==> src/lcfc_pkg.sv <==
// lcfc_pkg: shared types and constants of the link credit flow control block
// no dependencies; used by the interfaces, all modules and the checker
package lcfc_pkg;

	// link control bytes
	localparam logic [7:0] ACK_BYTE  = 8'hF4;
	localparam logic [7:0] SYNC_BYTE = 8'hF5;

	// item kinds
	localparam logic [2:0] KIND_RX    = 3'd0;
	localparam logic [2:0] KIND_TX    = 3'd1;
	localparam logic [2:0] KIND_QUERY = 3'd2;
	localparam logic [2:0] KIND_IDLE  = 3'd3;
	localparam logic [2:0] KIND_SYNC  = 3'd4;

	// result status codes
	localparam logic [1:0] STATUS_OK      = 2'd0;
	localparam logic [1:0] STATUS_FRAMING = 2'd1;
	localparam logic [1:0] STATUS_NONE    = 2'd2;

	// configuration register indexes
	localparam int CFG_IDX_W = 2;
	localparam int CFG_DATA_W = 8;
	localparam logic [CFG_IDX_W-1:0] CFG_ROLE_MASTER  = 2'd0;
	localparam logic [CFG_IDX_W-1:0] CFG_ACK_EVERY    = 2'd1;
	localparam logic [CFG_IDX_W-1:0] CFG_CREDIT_LIMIT = 2'd2;

	// configuration reset values
	localparam logic [7:0] ACK_EVERY_RST    = 8'd16;
	localparam logic [7:0] CREDIT_LIMIT_RST = 8'd16;

	// field widths
	localparam int KIND_W = 3;
	localparam int BYTE_W = 8;
	localparam int FILL_W = 9;
	localparam int STATUS_W = 2;
	localparam int CMD_BYTES = 4;

	// design defaults
	localparam int TX_BUFFER_SIZE_DEF = 256;
	localparam int QUEUE_DEPTH_DEF = 4;

	// link phase, one-hot
	typedef enum logic [3:0] {
		PH_RUN         = 4'b0001,
		PH_M_WAIT_SYNC = 4'b0010,
		PH_M_WAIT_ACK  = 4'b0100,
		PH_S_WAIT_SYNC = 4'b1000
	} phase_t;

	// classified work handed from front to back
	typedef struct packed {
		logic                             tx_valid;
		logic [CMD_BYTES-1:0][BYTE_W-1:0] tx_bytes;
		logic                             data_valid;
		logic [BYTE_W-1:0]                data;
		logic [STATUS_W-1:0]              status;
		logic                             can_send;
		logic                             synced;
		logic                             multi;
	} work_t;

endpackage

==> src/lcfc_item_if.sv <==
// lcfc_item_if, lcfc_result_if: valid/ready channels of the block
// depends on lcfc_pkg for field widths
interface lcfc_item_if import lcfc_pkg::*; ();
	logic              valid;
	logic              ready;
	logic [KIND_W-1:0] kind;
	logic [BYTE_W-1:0] rx_byte;
	logic [BYTE_W-1:0] cmd_header;
	logic [BYTE_W-1:0] cmd_byte1;
	logic [BYTE_W-1:0] cmd_byte2;
	logic [BYTE_W-1:0] cmd_byte3;
	logic [FILL_W-1:0] num_bytes;
	logic [FILL_W-1:0] tx_fill;
	logic              rx_empty;

	modport source (output valid, kind, rx_byte, cmd_header, cmd_byte1, cmd_byte2,
		cmd_byte3, num_bytes, tx_fill, rx_empty, input ready);
	modport sink (input valid, kind, rx_byte, cmd_header, cmd_byte1, cmd_byte2,
		cmd_byte3, num_bytes, tx_fill, rx_empty, output ready);
endinterface

interface lcfc_result_if import lcfc_pkg::*; ();
	logic                valid;
	logic                ready;
	logic                tx_valid;
	logic [BYTE_W-1:0]   tx_out;
	logic                data_valid;
	logic [BYTE_W-1:0]   data_out;
	logic [STATUS_W-1:0] status;
	logic                can_send;
	logic                synced;
	logic                last;

	modport source (output valid, tx_valid, tx_out, data_valid, data_out, status,
		can_send, synced, last, input ready);
	modport sink (input valid, tx_valid, tx_out, data_valid, data_out, status,
		can_send, synced, last, output ready);
endinterface

==> src/link_credit_flow_control_unit.sv <==
// link_credit_flow_control_unit: top level of the link credit flow control block
// depends on lcfc_pkg, lcfc_item_if, lcfc_result_if, lcfc_front, lcfc_queue, lcfc_back
//
// usage
// - item channel (valid/ready): one item per handshake: received byte, transmit
//   command, can-transmit query, idle tick or start sync
// - result channel (valid/ready): one or more result items per input item, the
//   final one flagged by last; a transmit command gives four, every other kind one
// - cfg port: write enable, register index, 8-bit data; write only while idle
// - path: the work of a taken item is queued, then loaded into the output register
// - throughput: one result item per cycle out of the output register while the
//   receiver is ready, so one item per cycle for single-result kinds
// - link state and counts are updated by the front as the item is taken; the
//   work then waits in a four-entry queue until the back has emitted it
// - receiver stall: the output register holds; the queue fills and item ready
//   drops only when all four entries are taken
// - reset: link phase running, counts zero, role slave, ack_every and
//   credit_limit 16, queue and output register empty
module link_credit_flow_control_unit import lcfc_pkg::*; #(
	parameter int TX_BUFFER_SIZE = TX_BUFFER_SIZE_DEF,
	parameter int QUEUE_DEPTH = QUEUE_DEPTH_DEF
) (
	input  logic                  clk,
	input  logic                  arst_n,
	input  logic                  cfg_we,
	input  logic [CFG_IDX_W-1:0]  cfg_idx,
	input  logic [CFG_DATA_W-1:0] cfg_wdata,
	lcfc_item_if.sink             item,
	lcfc_result_if.source         result
);

	// front to queue
	logic  push;
	work_t push_data;
	logic  full;

	// queue to back
	logic  pop;
	work_t head;
	logic  empty;

	// classification and link state
	lcfc_front #(
		.TX_BUFFER_SIZE(TX_BUFFER_SIZE)
	) u_front (
		.clk       (clk),
		.arst_n    (arst_n),
		.cfg_we    (cfg_we),
		.cfg_idx   (cfg_idx),
		.cfg_wdata (cfg_wdata),
		.item      (item),
		.push      (push),
		.push_data (push_data),
		.full      (full)
	);

	// decouples acceptance from result emission
	lcfc_queue #(
		.DEPTH(QUEUE_DEPTH)
	) u_queue (
		.clk       (clk),
		.arst_n    (arst_n),
		.push      (push),
		.push_data (push_data),
		.full      (full),
		.pop       (pop),
		.head      (head),
		.empty     (empty)
	);

	// result sequencing and output register
	lcfc_back u_back (
		.clk    (clk),
		.arst_n (arst_n),
		.head   (head),
		.empty  (empty),
		.pop    (pop),
		.result (result)
	);

endmodule

==> src/lcfc_front.sv <==
// lcfc_front: accepts items, holds config and link state, classifies each item
// depends on lcfc_pkg and lcfc_item_if
module lcfc_front import lcfc_pkg::*; #(
	parameter int TX_BUFFER_SIZE = TX_BUFFER_SIZE_DEF
) (
	input  logic                  clk,
	input  logic                  arst_n,
	input  logic                  cfg_we,
	input  logic [CFG_IDX_W-1:0]  cfg_idx,
	input  logic [CFG_DATA_W-1:0] cfg_wdata,
	lcfc_item_if.sink             item,
	output logic                  push,
	output work_t                 push_data,
	input  logic                  full
);

	localparam int SizeW = $clog2(TX_BUFFER_SIZE + 1);
	localparam int CmpW = (SizeW > FILL_W) ? SizeW : FILL_W;
	localparam logic [CmpW-1:0] BufSize = CmpW'(TX_BUFFER_SIZE);

	logic              role_q;
	logic [BYTE_W-1:0] ack_every_q;
	logic [BYTE_W-1:0] credit_limit_q;
	phase_t            phase_q, phase_d;
	logic [BYTE_W-1:0] recv_q, recv_d;
	logic [BYTE_W-1:0] sent_q, sent_d;
	logic [BYTE_W-1:0] recv_inc;
	logic [BYTE_W:0]   sent_add;
	logic [CmpW-1:0]   fill_e;
	logic [CmpW-1:0]   num_e;
	logic              space_ok;
	work_t             w;

	assign item.ready = !full;
	assign push = item.valid && !full;
	assign push_data = w;

	always_ff @(posedge clk or negedge arst_n) begin
		if (!arst_n) begin
			role_q <= 1'b0;
			ack_every_q <= ACK_EVERY_RST;
			credit_limit_q <= CREDIT_LIMIT_RST;
		end else if (cfg_we) begin
			case (cfg_idx)
				CFG_ROLE_MASTER:  role_q <= cfg_wdata[0];
				CFG_ACK_EVERY:    ack_every_q <= cfg_wdata;
				CFG_CREDIT_LIMIT: credit_limit_q <= cfg_wdata;
				default:          ;
			endcase
		end
	end

	always_ff @(posedge clk or negedge arst_n) begin
		if (!arst_n) begin
			phase_q <= PH_RUN;
			recv_q <= '0;
			sent_q <= '0;
		end else if (push) begin
			phase_q <= phase_d;
			recv_q <= recv_d;
			sent_q <= sent_d;
		end
	end

	assign recv_inc = (recv_q == 8'hFF) ? recv_q : recv_q + 8'd1;
	assign sent_add = {1'b0, sent_q} + 9'd4;
	assign fill_e = CmpW'(item.tx_fill);
	assign num_e = CmpW'(item.num_bytes);
	assign space_ok = (fill_e <= BufSize) && ((BufSize - fill_e) >= num_e);

	always_comb begin
		phase_d = phase_q;
		recv_d = recv_q;
		sent_d = sent_q;
		w = '0;
		w.status = STATUS_NONE;
		case (item.kind)
			KIND_RX: begin
				case (phase_q)
					PH_M_WAIT_SYNC: begin
						if (item.rx_byte == SYNC_BYTE) begin
							w.tx_valid = 1'b1;
							w.tx_bytes[0] = SYNC_BYTE;
							phase_d = PH_M_WAIT_ACK;
						end
					end
					PH_M_WAIT_ACK: begin
						if (item.rx_byte == ACK_BYTE) phase_d = PH_RUN;
					end
					PH_S_WAIT_SYNC: begin
						if (item.rx_byte == SYNC_BYTE) begin
							w.tx_valid = 1'b1;
							w.tx_bytes[0] = ACK_BYTE;
							phase_d = PH_RUN;
						end
					end
					default: begin
						if (item.rx_byte == SYNC_BYTE) begin
							recv_d = '0;
							w.status = STATUS_FRAMING;
						end else if (item.rx_byte == ACK_BYTE) begin
							sent_d = (sent_q > credit_limit_q) ? sent_q - credit_limit_q : '0;
						end else begin
							// ack back after every ack_every data bytes
							recv_d = recv_inc;
							if (recv_inc >= ack_every_q) begin
								recv_d = '0;
								w.tx_valid = 1'b1;
								w.tx_bytes[0] = ACK_BYTE;
							end
							w.data_valid = 1'b1;
							w.data = item.rx_byte;
							w.status = STATUS_OK;
						end
					end
				endcase
			end
			KIND_TX: begin
				w.tx_valid = 1'b1;
				w.tx_bytes[0] = item.cmd_header;
				w.tx_bytes[1] = item.cmd_byte1;
				w.tx_bytes[2] = item.cmd_byte2;
				w.tx_bytes[3] = item.cmd_byte3;
				w.multi = 1'b1;
				sent_d = sent_add[BYTE_W] ? 8'hFF : sent_add[BYTE_W-1:0];
			end
			KIND_QUERY: begin
				w.can_send = (sent_q < credit_limit_q) && space_ok;
			end
			KIND_IDLE: begin
				// resend sync while the master waits for ack or the slave waits for sync, and the link is quiet
				if ((phase_q == PH_M_WAIT_ACK || phase_q == PH_S_WAIT_SYNC) &&
					item.rx_empty && (item.tx_fill == '0)) begin
					w.tx_valid = 1'b1;
					w.tx_bytes[0] = SYNC_BYTE;
				end
			end
			KIND_SYNC: begin
				if (role_q) begin
					phase_d = PH_M_WAIT_SYNC;
				end else begin
					w.tx_valid = 1'b1;
					w.tx_bytes[0] = SYNC_BYTE;
					phase_d = PH_S_WAIT_SYNC;
				end
			end
			default: ;
		endcase
		w.synced = (phase_d == PH_RUN);
	end

endmodule

==> src/lcfc_queue.sv <==
// lcfc_queue: short fifo of classified work between front and back
// depends on lcfc_pkg for work_t
module lcfc_queue import lcfc_pkg::*; #(
	parameter int DEPTH = QUEUE_DEPTH_DEF
) (
	input  logic  clk,
	input  logic  arst_n,
	input  logic  push,
	input  work_t push_data,
	output logic  full,
	input  logic  pop,
	output work_t head,
	output logic  empty
);

	localparam int PtrW = (DEPTH > 1) ? $clog2(DEPTH) : 1;
	localparam int CntW = $clog2(DEPTH + 1);
	localparam logic [PtrW-1:0] LastPtr = PtrW'(DEPTH - 1);
	localparam logic [CntW-1:0] FullCnt = CntW'(DEPTH);

	work_t           store_q [DEPTH];
	logic [PtrW-1:0] wr_ptr_q;
	logic [PtrW-1:0] rd_ptr_q;
	logic [CntW-1:0] count_q;

	assign full = (count_q == FullCnt);
	assign empty = (count_q == '0);
	assign head = store_q[rd_ptr_q];

	always_ff @(posedge clk) begin
		if (push) store_q[wr_ptr_q] <= push_data;
	end

	always_ff @(posedge clk or negedge arst_n) begin
		if (!arst_n) begin
			wr_ptr_q <= '0;
			rd_ptr_q <= '0;
			count_q <= '0;
		end else begin
			if (push) wr_ptr_q <= (wr_ptr_q == LastPtr) ? '0 : wr_ptr_q + 1'b1;
			if (pop) rd_ptr_q <= (rd_ptr_q == LastPtr) ? '0 : rd_ptr_q + 1'b1;
			if (push && !pop) count_q <= count_q + 1'b1;
			else if (pop && !push) count_q <= count_q - 1'b1;
		end
	end

endmodule

==> src/lcfc_back.sv <==
// lcfc_back: expands queued work into result items, one per cycle unless stalled
// depends on lcfc_pkg and lcfc_result_if
module lcfc_back import lcfc_pkg::*; (
	input  logic   clk,
	input  logic   arst_n,
	input  work_t  head,
	input  logic   empty,
	output logic   pop,
	lcfc_result_if.source result
);

	logic [1:0]          idx_q;
	logic                valid_q;
	logic                tx_valid_q;
	logic [BYTE_W-1:0]   tx_out_q;
	logic                data_valid_q;
	logic [BYTE_W-1:0]   data_out_q;
	logic [STATUS_W-1:0] status_q;
	logic                can_send_q;
	logic                synced_q;
	logic                last_q;
	logic                load;
	logic                is_last;

	assign load = !empty && (!valid_q || result.ready);
	assign is_last = !head.multi || (idx_q == 2'd3);
	assign pop = load && is_last;

	always_ff @(posedge clk or negedge arst_n) begin
		if (!arst_n) begin
			valid_q <= 1'b0;
			idx_q <= '0;
		end else begin
			if (load) valid_q <= 1'b1;
			else if (result.ready) valid_q <= 1'b0;
			if (load) idx_q <= is_last ? 2'd0 : idx_q + 2'd1;
		end
	end

	always_ff @(posedge clk) begin
		if (load) begin
			tx_valid_q <= head.tx_valid;
			tx_out_q <= head.tx_bytes[idx_q];
			data_valid_q <= head.data_valid;
			data_out_q <= head.data;
			status_q <= head.status;
			can_send_q <= head.can_send;
			synced_q <= head.synced;
			last_q <= is_last;
		end
	end

	assign result.valid = valid_q;
	assign result.tx_valid = tx_valid_q;
	assign result.tx_out = tx_out_q;
	assign result.data_valid = data_valid_q;
	assign result.data_out = data_out_q;
	assign result.status = status_q;
	assign result.can_send = can_send_q;
	assign result.synced = synced_q;
	assign result.last = last_q;

endmodule

==> src/flat_wrapper.sv <==
// flat-port wrapper written by rule: the top's interface ports become plain ports
module link_credit_flow_control_unit_flat import lcfc_pkg::*;
#(
	parameter int TX_BUFFER_SIZE = TX_BUFFER_SIZE_DEF,
	parameter int QUEUE_DEPTH = QUEUE_DEPTH_DEF
)
  (clk, arst_n, cfg_we, cfg_idx, cfg_wdata, item_valid, item_kind, item_rx_byte, item_cmd_header, item_cmd_byte1, item_cmd_byte2, item_cmd_byte3, item_num_bytes, item_tx_fill, item_rx_empty, item_ready, result_valid, result_tx_valid, result_tx_out, result_data_valid, result_data_out, result_status, result_can_send, result_synced, result_last, result_ready);
  lcfc_item_if item_i ();
  lcfc_result_if result_i ();
  input  logic clk;
  input  logic arst_n;
  input  logic cfg_we;
  input  logic [CFG_IDX_W-1:0] cfg_idx;
  input  logic [CFG_DATA_W-1:0] cfg_wdata;
  input wire logic [$bits(item_i.valid)-1:0] item_valid;
  input wire logic [$bits(item_i.kind)-1:0] item_kind;
  input wire logic [$bits(item_i.rx_byte)-1:0] item_rx_byte;
  input wire logic [$bits(item_i.cmd_header)-1:0] item_cmd_header;
  input wire logic [$bits(item_i.cmd_byte1)-1:0] item_cmd_byte1;
  input wire logic [$bits(item_i.cmd_byte2)-1:0] item_cmd_byte2;
  input wire logic [$bits(item_i.cmd_byte3)-1:0] item_cmd_byte3;
  input wire logic [$bits(item_i.num_bytes)-1:0] item_num_bytes;
  input wire logic [$bits(item_i.tx_fill)-1:0] item_tx_fill;
  input wire logic [$bits(item_i.rx_empty)-1:0] item_rx_empty;
  output wire logic [$bits(item_i.ready)-1:0] item_ready;
  output wire logic [$bits(result_i.valid)-1:0] result_valid;
  output wire logic [$bits(result_i.tx_valid)-1:0] result_tx_valid;
  output wire logic [$bits(result_i.tx_out)-1:0] result_tx_out;
  output wire logic [$bits(result_i.data_valid)-1:0] result_data_valid;
  output wire logic [$bits(result_i.data_out)-1:0] result_data_out;
  output wire logic [$bits(result_i.status)-1:0] result_status;
  output wire logic [$bits(result_i.can_send)-1:0] result_can_send;
  output wire logic [$bits(result_i.synced)-1:0] result_synced;
  output wire logic [$bits(result_i.last)-1:0] result_last;
  input wire logic [$bits(result_i.ready)-1:0] result_ready;
  assign item_i.valid = item_valid;
  assign item_i.kind = item_kind;
  assign item_i.rx_byte = item_rx_byte;
  assign item_i.cmd_header = item_cmd_header;
  assign item_i.cmd_byte1 = item_cmd_byte1;
  assign item_i.cmd_byte2 = item_cmd_byte2;
  assign item_i.cmd_byte3 = item_cmd_byte3;
  assign item_i.num_bytes = item_num_bytes;
  assign item_i.tx_fill = item_tx_fill;
  assign item_i.rx_empty = item_rx_empty;
  assign item_ready = item_i.ready;
  assign result_valid = result_i.valid;
  assign result_tx_valid = result_i.tx_valid;
  assign result_tx_out = result_i.tx_out;
  assign result_data_valid = result_i.data_valid;
  assign result_data_out = result_i.data_out;
  assign result_status = result_i.status;
  assign result_can_send = result_i.can_send;
  assign result_synced = result_i.synced;
  assign result_last = result_i.last;
  assign result_i.ready = result_ready;
  link_credit_flow_control_unit #(.TX_BUFFER_SIZE(TX_BUFFER_SIZE), .QUEUE_DEPTH(QUEUE_DEPTH)) u_core (.clk(clk), .arst_n(arst_n), .cfg_we(cfg_we), .cfg_idx(cfg_idx), .cfg_wdata(cfg_wdata), .item(item_i), .result(result_i));
endmodule
==> config.mk <==
export PLATFORM = sky130hd
export DESIGN_NAME = link_credit_flow_control_unit_flat
export DESIGN_NICKNAME = d
export VERILOG_FILES = /design/src/lcfc_pkg.sv /design/src/lcfc_item_if.sv /design/src/link_credit_flow_control_unit.sv /design/src/lcfc_front.sv /design/src/lcfc_queue.sv /design/src/lcfc_back.sv /design/src/flat_wrapper.sv
export SDC_FILE = /design/constraint.sdc
export NUM_CORES = 1
export LEC_CHECK = 0
export ABC_AREA = 1
export BUFFER_PORTS_ARGS = -buffer_cell sky130_fd_sc_hd__buf_2
export CAP_MARGIN = 20
export CORE_MARGIN = 10
export CORE_UTILIZATION = 30
export DETAILED_ROUTE_END_ITERATION = 8
export PLACE_DENSITY = 0.5
export SLEW_MARGIN = 20
export SYNTH_ARGS = -nofsm -noshare
export SYNTH_HDL_FRONTEND = slang
export SYNTH_SLANG_ARGS = --single-unit
==> constraint.sdc <==
create_clock -name clk -period 7.6 [get_ports clk]
set_input_delay 0.76 -clock clk [delete_from_list [all_inputs] [get_ports clk]]
set_output_delay 0.76 -clock clk [all_outputs]
set_load 0.02 [all_outputs]
==> flow_summary.ini <==
[cells_and_area]
instances_no_fill = 1797
finalInstanceArea_mm2 = 0.01398
areaGrowthSynthToFinish_pct = 16.92
nets = 1365
fillers = 3947
drive_gt1_share_pct = 14.25

[global_route]
antenna_violations_before_repair = 2
wire_length_of_the_first_global_routing_pass_um = 47910
gr-total-overflow = 0
combined_global_route_utilization_of_all_metal_layers_pct = 12.42
first_global_vias = 8626
grt_start_max_net_pins = 97

[timing]
final_hold_viol_count = 0
clock_skew_ns = 0.01200
drv_slew = 0
post-route-period-util_pct = 40.40
finalSetupTns_ns = 0
fin_crit_ns = 3.070
worstMarginPinSlew_ns = 1.001
setup_viol_count_final = 0
grt_setup_unrepaired = false
max_freq_ghz = 0.3257
slew_headroom_pct = 33.25

[clock_tree]
clk_transition_reported_paths_ns = 0.06
clock_insertion_delay_worst_skew_ns = 0.54
hold_buffers = 0
cts-resized-gates = 0
postCtsSetupBuffers = 0
cts_tree = yes
max-clock-path-buffers = 3
h-tree-depth = 1
cts_made_buffers = 29
root_buffer = sky130_fd_sc_hd__clkbuf_16
cts.sinks = 258

[floorplan]
dieHeight_um = 219.7
num_io_pins = 102
die_x_um = 219.7
die_area_mm2 = 0.04825
row_count = 73
core_area_mm2 = 0.03955
initial_core_util_pct = 30.24

[worst_setup_path]
start_of_the_worst_register_to_register_path = u_core.u_queue.rd_ptr_q[0]
worst_ep_arrival_time_ns = 3.48
crit_path_end = u_core.u_queue.count_q[2]
type_of_origin_of_the_critical_path = flop
critical_path.startpoint = u_core.u_queue.rd_ptr_q[0]
ff2ff_setup_slack_ns = 4.53
reg2reg_to = u_core.u_queue.count_q[2]
critical_path_peak_fanout = 96
critPathRequiredTime_ns = 8.01
critical_path_class = flop to flop
crit_path_end_kind = flop
ff2ff_path_depth = 15

[job]
max-cap-violations = 0

[yosys]
synth_largest_type_area_fraction_pct = 52.98
synthesis.area_mm2 = 0.01196
synth.top_cells.by_count = 211 x sky130_fd_sc_hd__edfxtp_1, 179 x sky130_fd_sc_hd__nor2_1, 168 x sky130_fd_sc_hd__nand2_1, 141 x sky130_fd_sc_hd__o21ai_0, 133 x sky130_fd_sc_hd__inv_1
mappedNetlistNets = 1263
number_of_synthesized_flops_with_an_enable_pin = 211
yosys_warnings = 0
synth.most_common_cell = sky130_fd_sc_hd__edfxtp_1
postSynth.asyncResetShare_pct = 18.22
synth-main-ff-cell = sky130_fd_sc_hd__edfxtp_1
synth_area_leaders = sky130_fd_sc_hd__edfxtp_1 53%, sky130_fd_sc_hd__dfrtp_1 9.2%, sky130_fd_sc_hd__o21ai_0 5.9%
post-synth-top-area-cell = sky130_fd_sc_hd__edfxtp_1
postSynthCellCount = 1147
synth_cell_type_count = 40
post_synth.cell_area_avg_um2 = 10.43
number_of_storage_elements_in_the_synthesis_netlist = 258
synth.yosys.seq_area_share_pct = 62.85

[routing]
first_iter_violations = 565
routed_wire_length_per_instance_um = 16.81
routed-via-count = 8320
detail_route.first_pass.iterations = 5
vias_per_cell = 4.630
route.detailed.drc = 0
wl_um = 30210
drtAntennaViolNets = 0

[power]
static-leakage-power_nw = 5.757
ir_worst_vdd_uv = 163.8
p_sw_mw = 1.815
clockPowerShare_pct = 26.6
netSwitchingFraction_pct = 36.06
intPower_mw = 3.218
comb_power_share_pct = 31.8
post-layout-total-power_mw = 5.032
pwr_density_cell_mw_per_mm2 = 359.9
seqPwrFrac_pct = 41.5

[hold_path]
hold_path_class = primary input to async pin

[placement]
numPortBuffers = 101
place.gp.congestion = 0.8633
detailed_place.area_mm2 = 0.01307
dp_hpwl_um = 19190
placedCellCount = 1743

[run_status]
status = complete, no violations
[layer usage]
layer	vias to the layer above	GRT usage [%]	wire [um]
met5	-	0	13
met4	2	2.716	467
met3	38	2.221	1679
met2	159	19.94	13720
met1	3975	17.17	14330
li1	4146	-	-
[logic make-up after synthesis]
logic type      count (synthesis)  synth area share [%]
simple gates                  430                 15.37
flops                         258                 62.85
compound gates                222                 10.58
buf+inv                       185                 6.047
fa+ha+maj                      39                 4.206
xor+xnor                       13                0.9521
[layout by cell type (no fill, tap or decap), types with 19 or more instances in the layout]
master	instances
sky130_fd_sc_hd__edfxtp_1	211
sky130_fd_sc_hd__nor2_1	175
sky130_fd_sc_hd__nand2_1	168
sky130_fd_sc_hd__o21ai_0	141
sky130_fd_sc_hd__inv_1	133
sky130_fd_sc_hd__buf_2	101
sky130_fd_sc_hd__nand3_1	48
sky130_fd_sc_hd__dfrtp_1	43
sky130_fd_sc_hd__ha_1	37
sky130_fd_sc_hd__clkbuf_16	29
sky130_fd_sc_hd__o221ai_1	25
sky130_fd_sc_hd__o22ai_1	21
sky130_fd_sc_hd__a21oi_1	19
[state kept, by name (all words and copies together) (netlist names), 3 cells and up]
signal / flops
u_core.u_queue.count_q: 3
u_core.u_back.result.data_out: 8
u_core.u_front.ack_every_q: 8
u_core.u_front.credit_limit_q: 8
u_core.u_queue.store_q: 188
u_core.u_front.sent_q: 8
u_core.u_back.result.tx_out: 8
u_core.u_front.phase_q: 4
u_core.u_front.recv_q: 8
[how the worst min path moves through the flow]
| stage | start | slack, ns | end |
|---|---|---|---|
| 3_5_place_dp | u_core.u_front.credit_limit_q[1] | 0.47 | u_core.u_front.credit_limit_q[1] |
| 4_1_cts | arst_n | 0.35 | u_core.u_front.credit_limit_q[5] |
| 5_1_grt | arst_n | 0.36 | u_core.u_front.credit_limit_q[3] |
| 2_1_floorplan | u_core.u_front.ack_every_q[1] | 0.45 | u_core.u_front.ack_every_q[1] |
| 6_report | arst_n | 0.32 | u_core.u_front.credit_limit_q[6] |
| 3_3_place_gp | u_core.u_front.ack_every_q[2] | 0.47 | u_core.u_front.ack_every_q[2] |
[worst max-delay path, cell delays in order (launching register included)]
cell,delay (ns)
sky130_fd_sc_hd__dfrtp_2,0.36
sky130_fd_sc_hd__buf_4,0.77
sky130_fd_sc_hd__nor2_1,0.12
sky130_fd_sc_hd__nor2_1,0.11
sky130_fd_sc_hd__o21ai_0,0.08
sky130_fd_sc_hd__nand2_1,0.09
sky130_fd_sc_hd__inv_1,0.04
sky130_fd_sc_hd__nor2_1,0.13
sky130_fd_sc_hd__nor2_1,0.11
sky130_fd_sc_hd__inv_1,0.07
sky130_fd_sc_hd__ha_1,0.14
sky130_fd_sc_hd__inv_1,0.07
sky130_fd_sc_hd__fa_1,0.43
sky130_fd_sc_hd__a21oi_1,0.15
sky130_fd_sc_hd__o21ai_0,0.12
sky130_fd_sc_hd__xor2_1,0.16
[power groups by stage]
stage	logic [mW]	registers (mW)	clock network [mW]
final	1.60	2.09	1.34
after global placement	1.62	2.12	0
after global routing	1.84	2.12	1.43
after floorplan	1.03	2.17	0
after detailed placement	1.64	2.12	0
after CTS	1.64	2.09	1.38
[metrics by stage]
stage / hold slack (ns) / worst slack, ns / util (%)
finish: 0.3228 / 4.530 / 35.35
global route: 0.3641 / 4.129 / 35.34
CTS: 0.3490 / 4.488 / 35.34
detailed placement: 0.4737 / 4.318 / 33.05
global placement: 0.4688 / 4.325 / 33.05
floorplan: 0.4530 / 4.054 / -
[cell type report]
class / count / area [um2] / share of cell area (%)
Sequential cell: 258 / 7517 / 53.76
Multi-Input combinational cell: 704 / 3765 / 26.93
Clock buffer: 35 / 748.2 / 5.351
Tap cell: 525 / 656.9 / 4.698
Timing Repair Buffer: 112 / 588.1 / 4.206
Inverter: 144 / 543.0 / 3.884
Clock inverter: 17 / 158.9 / 1.136
Antenna cell: 2 / 5.005 / 0.03579
Note: power is estimated with default switching activity, not from simulation.
